`config.mk`:
```
export PLATFORM = sky130hd
export DESIGN_NAME = round_robin_thread_scheduler_top
export DESIGN_NICKNAME = d
export VERILOG_FILES = /design/src/hdl/rrs_pkg.sv /design/src/hdl/round_robin_thread_scheduler_top.sv /design/src/hdl/rrs_ctrl.sv /design/src/hdl/rrs_datapath.sv
export SDC_FILE = /design/constraint.sdc
export NUM_CORES = 2
export LEC_CHECK = 0
export BUFFER_PORTS_ARGS = -buffer_cell sky130_fd_sc_hd__buf_2
export CAP_MARGIN = 5
export CELL_PAD_IN_SITES_DETAIL_PLACEMENT = 0
export CELL_PAD_IN_SITES_GLOBAL_PLACEMENT = 1
export CORE_AREA = 2 2 398 400
export CTS_BUF_LIST = sky130_fd_sc_hd__clkbuf_4
export DETAILED_ROUTE_END_ITERATION = 16
export DIE_AREA = 0 0 400 402
export GPL_TIMING_DRIVEN = 0
export PLACE_DENSITY_LB_ADDON = 0.1
export SKIP_LAST_GASP = 1
export SYNTH_ARGS = -nofsm -noshare
export SYNTH_HDL_FRONTEND = slang
export SYNTH_SLANG_ARGS = --single-unit
export TNS_END_PERCENT = 50
```
`constraint.sdc`:
```
create_clock -name clk -period 9.1 [get_ports clk]
set_clock_uncertainty 0.15 [all_clocks]
set_input_delay 0.91 -clock clk [delete_from_list [all_inputs] [get_ports clk]]
set_output_delay 0.91 -clock clk [all_outputs]
set_load 0.02 [all_outputs]
```
`src/hdl/rrs_pkg.sv`:
```
`default_nettype none
package rrs_pkg;

  localparam int ACTION_W = 2;
  localparam int SLICE_W  = 16;

  localparam logic [ACTION_W-1:0] ACT_ADD   = 2'd0;
  localparam logic [ACTION_W-1:0] ACT_LEAVE = 2'd1;
  localparam logic [ACTION_W-1:0] ACT_TICK  = 2'd2;

  localparam logic [SLICE_W-1:0] SLICE_RESET = 16'd1;

  typedef enum logic {
    ST_IDLE,
    ST_EXEC
  } ctrl_state_t;

  typedef struct packed {
    logic load;
    logic exec;
  } ctrl_cmd_t;

endpackage
`default_nettype wire

```
`src/hdl/round_robin_thread_scheduler_top.sv`:
```
// An accepted event is loaded in the idle state, applied in the execute state, and its result is registered.
// No new event is taken while busy in the execute state; the ready-queue read is registered at load.
// The receiver cannot stall; each result is valid for exactly one cycle.
// Synchronous active-low reset empties the queue, idles the CPU and sets the slice to 1.
`default_nettype none
module round_robin_thread_scheduler_top
  import rrs_pkg::*;
#(
  parameter int QUEUE_DEPTH = 256,
  parameter int ID_BITS     = 8
) (
  input  wire logic                                clk,
  input  wire logic                                rst_n,
  input  wire logic                                start,
  output logic                                     busy,
  input  wire logic [ACTION_W-1:0]                 in_action,
  input  wire logic [ID_BITS-1:0]                  in_thread_id,
  output logic                                     out_valid,
  output logic                                     out_running_valid,
  output logic [ID_BITS-1:0]                       out_running_thread,
  output logic                                     out_queue_overflow,
  output logic [$clog2(QUEUE_DEPTH + 1)-1:0]       out_ready_count,
  input  wire logic                                cfg_valid,
  output logic                                     cfg_ready,
  input  wire logic [SLICE_W-1:0]                  cfg_time_slice
);

  localparam int CNT_W = $clog2(QUEUE_DEPTH + 1);

  ctrl_cmd_t cmd;

  assign cfg_ready = 1'b1;

  rrs_ctrl u_ctrl (
    .clk   (clk),
    .rst_n (rst_n),
    .start (start),
    .busy  (busy),
    .cmd   (cmd)
  );

  rrs_datapath #(
    .QUEUE_DEPTH (QUEUE_DEPTH),
    .ID_BITS     (ID_BITS)
  ) u_datapath (
    .clk                (clk),
    .rst_n              (rst_n),
    .cmd                (cmd),
    .in_action          (in_action),
    .in_thread_id       (in_thread_id),
    .cfg_valid          (cfg_valid && cfg_ready),
    .cfg_time_slice     (cfg_time_slice),
    .out_valid          (out_valid),
    .out_running_valid  (out_running_valid),
    .out_running_thread (out_running_thread),
    .out_queue_overflow (out_queue_overflow),
    .out_ready_count    (out_ready_count)
  );

  a_accept_busy: assert property (@(posedge clk) disable iff (!rst_n)
    (start && !busy) |=> busy)
    else $error("busy not raised after an accepted transaction");

  a_result_timing: assert property (@(posedge clk) disable iff (!rst_n)
    out_valid |-> $past(start && !busy, 2))
    else $error("result strobe without a matching accepted transaction");

  a_idle_zero: assert property (@(posedge clk) disable iff (!rst_n)
    (out_valid && !out_running_valid) |-> (out_running_thread == '0))
    else $error("idle result carries a nonzero thread id");

  a_count_bound: assert property (@(posedge clk) disable iff (!rst_n)
    out_valid |-> (out_ready_count <= CNT_W'(QUEUE_DEPTH)))
    else $error("ready count exceeds queue depth");

endmodule
`default_nettype wire

```
`src/hdl/rrs_ctrl.sv`:
```
`default_nettype none
module rrs_ctrl
  import rrs_pkg::*;
(
  input  wire logic clk,
  input  wire logic rst_n,
  input  wire logic start,
  output logic      busy,
  output ctrl_cmd_t cmd
);

  ctrl_state_t state_r;
  ctrl_state_t state_nxt;

  always_ff @(posedge clk) begin
    if (!rst_n) begin
      state_r <= ST_IDLE;
    end else begin
      state_r <= state_nxt;
    end
  end

  always_comb begin
    state_nxt = state_r;
    busy      = 1'b0;
    cmd       = '0;
    case (state_r)
      ST_IDLE: begin
        if (start) begin
          cmd.load  = 1'b1;
          state_nxt = ST_EXEC;
        end
      end
      ST_EXEC: begin
        busy      = 1'b1;
        cmd.exec  = 1'b1;
        state_nxt = ST_IDLE;
      end
      default: begin
        state_nxt = ST_IDLE;
      end
    endcase
  end

endmodule
`default_nettype wire

```
`src/hdl/rrs_datapath.sv`:
```
`default_nettype none
module rrs_datapath
  import rrs_pkg::*;
#(
  parameter int QUEUE_DEPTH = 256,
  parameter int ID_BITS     = 8,
  parameter int PTR_W       = $clog2(QUEUE_DEPTH),
  parameter int CNT_W       = $clog2(QUEUE_DEPTH + 1)
) (
  input  wire logic                clk,
  input  wire logic                rst_n,
  input  wire ctrl_cmd_t           cmd,
  input  wire logic [ACTION_W-1:0] in_action,
  input  wire logic [ID_BITS-1:0]  in_thread_id,
  input  wire logic                cfg_valid,
  input  wire logic [SLICE_W-1:0]  cfg_time_slice,
  output logic                     out_valid,
  output logic                     out_running_valid,
  output logic [ID_BITS-1:0]       out_running_thread,
  output logic                     out_queue_overflow,
  output logic [CNT_W-1:0]         out_ready_count
);

  localparam logic [CNT_W-1:0] FULL_CNT = CNT_W'(QUEUE_DEPTH);
  localparam logic [PTR_W-1:0] LAST_PTR = PTR_W'(QUEUE_DEPTH - 1);

  logic [ID_BITS-1:0]  mem [QUEUE_DEPTH];
  logic [ID_BITS-1:0]  rd_data_r;

  logic [ACTION_W-1:0] action_r;
  logic [ID_BITS-1:0]  id_r;
  logic [SLICE_W-1:0]  slice_r;

  logic [PTR_W-1:0]    head_r, head_nxt;
  logic [PTR_W-1:0]    tail_r, tail_nxt;
  logic [CNT_W-1:0]    count_r, count_nxt;
  logic [ID_BITS-1:0]  running_r, running_nxt;
  logic                cpu_busy_r, cpu_busy_nxt;
  logic [SLICE_W-1:0]  elapsed_r, elapsed_nxt;
  logic [SLICE_W-1:0]  elapsed_inc;
  logic                overflow;
  logic                wr_en;
  logic [ID_BITS-1:0]  wr_data;

  function automatic logic [PTR_W-1:0] ring_next(input logic [PTR_W-1:0] p);
    ring_next = (p == LAST_PTR) ? '0 : p + 1'b1;
  endfunction

  always_ff @(posedge clk) begin
    if (wr_en) begin
      mem[tail_r] <= wr_data;
    end
    if (cmd.load) begin
      rd_data_r <= mem[head_r];
      action_r  <= in_action;
      id_r      <= in_thread_id;
    end
  end

  assign elapsed_inc = elapsed_r + 1'b1;

  always_comb begin
    head_nxt     = head_r;
    tail_nxt     = tail_r;
    count_nxt    = count_r;
    running_nxt  = running_r;
    cpu_busy_nxt = cpu_busy_r;
    elapsed_nxt  = elapsed_r;
    overflow     = 1'b0;
    wr_en        = 1'b0;
    wr_data      = id_r;
    case (action_r)
      ACT_ADD: begin
        if (!cpu_busy_r) begin
          running_nxt  = id_r;
          cpu_busy_nxt = 1'b1;
        end else if (count_r == FULL_CNT) begin
          overflow = 1'b1;
        end else begin
          wr_en     = 1'b1;
          tail_nxt  = ring_next(tail_r);
          count_nxt = count_r + 1'b1;
        end
      end
      ACT_LEAVE: begin
        elapsed_nxt = '0;
        if (count_r == '0) begin
          cpu_busy_nxt = 1'b0;
          running_nxt  = '0;
        end else begin
          running_nxt  = rd_data_r;
          head_nxt     = ring_next(head_r);
          count_nxt    = count_r - 1'b1;
          cpu_busy_nxt = 1'b1;
        end
      end
      ACT_TICK: begin
        if (cpu_busy_r) begin
          elapsed_nxt = elapsed_inc;
          if (elapsed_inc >= slice_r) begin
            elapsed_nxt = '0;
            wr_data     = running_r;
            if (count_r == '0) begin
              // The running thread keeps the CPU: both queue pointers advance together and nothing is written.
              tail_nxt = ring_next(tail_r);
              head_nxt = ring_next(head_r);
            end else if (count_r == FULL_CNT) begin
              overflow    = 1'b1;
              running_nxt = rd_data_r;
              head_nxt    = ring_next(head_r);
              count_nxt   = count_r - 1'b1;
            end else begin
              wr_en       = 1'b1;
              running_nxt = rd_data_r;
              tail_nxt    = ring_next(tail_r);
              head_nxt    = ring_next(head_r);
            end
          end
        end
      end
      default: begin
      end
    endcase
    if (!cmd.exec) begin
      wr_en = 1'b0;
    end
  end

  always_ff @(posedge clk) begin
    if (!rst_n) begin
      head_r     <= '0;
      tail_r     <= '0;
      count_r    <= '0;
      running_r  <= '0;
      cpu_busy_r <= 1'b0;
      elapsed_r  <= '0;
      slice_r    <= SLICE_RESET;
      out_valid  <= 1'b0;
    end else begin
      out_valid <= cmd.exec;
      if (cfg_valid) begin
        slice_r <= cfg_time_slice;
      end
      if (cmd.exec) begin
        head_r     <= head_nxt;
        tail_r     <= tail_nxt;
        count_r    <= count_nxt;
        running_r  <= running_nxt;
        cpu_busy_r <= cpu_busy_nxt;
        elapsed_r  <= elapsed_nxt;
      end
    end
  end

  always_ff @(posedge clk) begin
    if (cmd.exec) begin
      out_running_valid  <= cpu_busy_nxt;
      out_running_thread <= cpu_busy_nxt ? running_nxt : '0;
      out_queue_overflow <= overflow;
      out_ready_count    <= count_nxt;
    end
  end

endmodule
`default_nettype wire

```
==> impl_metrics.ini <==
[logic_synthesis]
ys_seq_area_frac = 0.746
ys_ff_latch = 2153
synth_cells = 4372
netlist_area_um2 = 85700
synth_warnings = 0
syn_nets = 4426
synthTopCellsByArea = edfxtp_1 73%, mux4_2 14%, mux2i_1 1.9%
synth_top_cell_by_area = edfxtp_1
netlist.area_leader.share = 0.731
synth_edf_count = 2085
syn_area_per_cell_um2 = 19.6
synth_cell_types = 71
ys.flop_type = edfxtp_1
async_flop_share = 0

[die]
dieArea_um2 = 161000
die_x_um = 400
start_util = 0.546
coreArea_um2 = 157000
die_h_um = 402
rows = 146
io-pin-count = 52

[detailed_routing]
post_drt_wl_per_cell_um = 43.2
drt_iter0_markers = 10163
vias = 52472
totalWireLength_mm = 323
route.detailed.drc = 0
routed_via_density = 7.02
drtAntennaViolNets = 0
drt_first_pass_iters = 7

[worst_hold_path]
min_from = in_thread_id[6]
worstHoldPathCells = 2
min_path_type = primary input to flip-flop
min_to = u_datapath.id_r[6]

[clock_tree]
cts.sinks = 2153
root_buffer = clkbuf_4
ctsLongestPathBuffers = 4
cts_tree = built
cts_resized = 0
insertion_delay_ns = 1.47
cts-buffers-inserted = 569
htreeDepth = 6
clk_pin_slew_ns = 0.07

[finish]
layout_common_cells = 2085 x edfxtp_1, 777 x clkbuf_4, 522 x mux4_2
layout_commonest_cell = edfxtp_1
final-seq-area_um2 = 64000
num-fill-cells = 11625
multi_input_area_um2 = 20300
area_growth_pct = 12.5
final_cell_area_um2 = 96400
drive_gt1_frac = 0.306
nets = 5113

[sta]
relSlewSlack = -0.0901
hold_violations = 0
rsz0062_at_grt = no
layout_min_cycle_time_ns = 6.41
tightest_slew_ns = 1.64
period_share = 0.704
setup_ws_ns = 2.69
tns_ns = 0
finalSetupViolations = 0
maxSlewViolCount = 22
fmax_mhz = 156

[power]
power_density_nw_per_um2 = 206
p_leak_nw = 30.4
total_power_mw = 19.8
peakVddDrop_mv = 0.174

[run]
cap_violations = 2

[worst_setup_path]
r2r-end = u_datapath.rd_data_r[0]
crit_path_cell_trace = clkbuf_1, buf_2, buf_2, buf_2, nand2_1, o21ai_0, a31oi_1, o31ai_1, o21ai_0, nor4_1
crit_top_cell = buf_2
worstSetupEndpointType = flip-flop
worst_setup_path_start_kind = flip-flop
cp_data_required_time_ns = 10.00
crit_arrival_ns = 7.31
cp_slowest_cell = nand2_1
slowest_delay_ns = 0.94
critical_path_peak_fanout = 10
r2r_start = u_datapath.head_r[3]
reg2reg_depth = 10
worst-r2r-setup-slack_ns = 2.69
crit_type = flip-flop to flip-flop

[placed_design]
port_buffers = 48
pre_cts_ws_ns = 2.97
place_congestion = 1.04
dpl.hpwl_mm = 202
place_area_um2 = 89300

[status]
status = complete, but fails checks
failed_checks = max-capacitance violations, max-slew violations

[grt]
grt_pass1_wl_mm = 425
overflow = 0
globalRouteTotalUtil = 0.405
grt_max_degree = 157
grt_pass1_vias = 49311
grt_antenna_before_repair = 17
## worst max path at each step
stage | start | end | cells past startpoint
floorplan | u_datapath.elapsed_r[0] | u_datapath.mem[0][0] | 13
global placement | u_datapath.elapsed_r[0] | u_datapath.mem[84][7] | 13
global route | u_datapath.elapsed_r[0] | u_datapath.mem[203][0] | 15
detailed placement | u_datapath.elapsed_r[0] | u_datapath.mem[201][4] | 15
finish | u_datapath.head_r[3] | u_datapath.rd_data_r[0] | 10
CTS | u_datapath.elapsed_r[0] | u_datapath.mem[201][5] | 15
## cell usage after synthesis, types with 5 or more instances
library cell     n
nand3_1         52
dfxtp_1         68
a21oi_1         96
o22ai_1         30
nand2b_1         9
a21o_1          12
o21ai_1          5
or3_1            9
o211ai_1        11
o221ai_1        27
o21ai_0         99
nor2_1         386
nand3_2          6
nor3b_1          7
and3_1          12
inv_1           23
buf_12           6
nand4_1         12
and2_1          10
a22oi_1         18
a2111oi_0       12
clkbuf_1        98
nor4_1          10
or2_2            5
mux2i_1        159
xnor2_1         18
a221oi_1        17
a211oi_1        25
nand2_1        172
nor3_1          63
buf_4           24
a31oi_1          9
buf_2           80
mux4_2         522
buf_1           12
o31ai_1          6
ha_1            24
edfxtp_1      2085
nor2b_1         12
xor2_1           7
mux2_2          17
buf_6           31
a221o_1          7
## area by class of cell
cell class | instances | area share
Sequential cell | 2153 | 0.664
Antenna cell | 15 | 0.000389
Tap cell | 2072 | 0.0269
Buffer | 254 | 0.0162
Clock buffer | 777 | 0.0605
Timing Repair Buffer | 116 | 0.0123
Multi-Input combinational cell | 1936 | 0.210
Clock inverter | 124 | 0.00833
Inverter | 29 | 0.00113
## critical path: cells and delay by family (launching register included)
kind | cells | cell delay, ns
and+or+nand+nor | 2 | 1.81
DFF | 1 | 0.33
buffers and inverters | 4 | 2.50
AOI/OAI and AO/OA | 4 | 1.18
## metrics by stage
stage | hold slack, ns | instances | util
6_report | 0.0939 | 7476 | 0.613
5_1_grt | 0.0449 | 7467 | 0.613
4_1_cts | 0.000671 | 7459 | 0.613
3_5_place_dp | 0.316 | 6520 | 0.568
3_3_place_gp | 0.304 | 6492 | 0.564
2_1_floorplan | 0.294 | 4372 | -
## flip-flops by register name (all words and copies together) (netlist names)
name,flops
u_datapath.out_queue_overflow,1
u_datapath.tail_r,8
u_datapath.action_r,2
u_datapath.cpu_busy_r,1
u_datapath.mem,2048
u_ctrl.state_r,1
u_datapath.out_running_thread,8
u_datapath.out_valid,1
u_datapath.head_r,8
u_datapath.elapsed_r,16
u_datapath.running_r,8
u_datapath.id_r,8
u_datapath.count_r,9
u_datapath.out_running_valid,1
u_datapath.rd_data_r,8
u_datapath.slice_r,16
u_datapath.out_ready_count,9
## kinds of logic (layout without fill, tap and decap cells)
kind of cell               Yosys count  count (layout)  share of synthesized area
DFF                               2153            2153                      0.746
and+or+nand+nor                    777             777                     0.0394
muxes                              698             698                      0.158
AOI/OAI and AO/OA                  411             411                     0.0312
buffers and inverters              283            1300                     0.0189
xor gates and xnor gates            25              25                    0.00255
adders and majority gates           24              24                    0.00350
other                                1              16                  0.0000438
## power breakdown
group	switching, mW	total [mW]	leakage [nW]	internal [mW]
logic	0.449	0.627	7.15	0.178
clock network	4.02	8.27	3.98	4.25
registers	0.0161	10.9	19.3	10.9
total	4.49	19.8	30.4	15.3
## layer usage
metal | wire (µm) | up-vias | part of all wire | GRT usage
li1 | - | 19621 | - | -
met1 | 113000 | 27065 | 0.35 | 0.543
met2 | 139000 | 4840 | 0.43 | 0.564
met3 | 49300 | 934 | 0.15 | 0.159
met4 | 22100 | 12 | 0.068 | 0.236
met5 | 87 | - | 0.00027 | 0
## repair_timing
item,CTS,global route
hold buffers,38,0
buffers inserted,0,0
hold endpoints to repair,47,0
No activity file was read; power rests on OpenSTA's default activity.
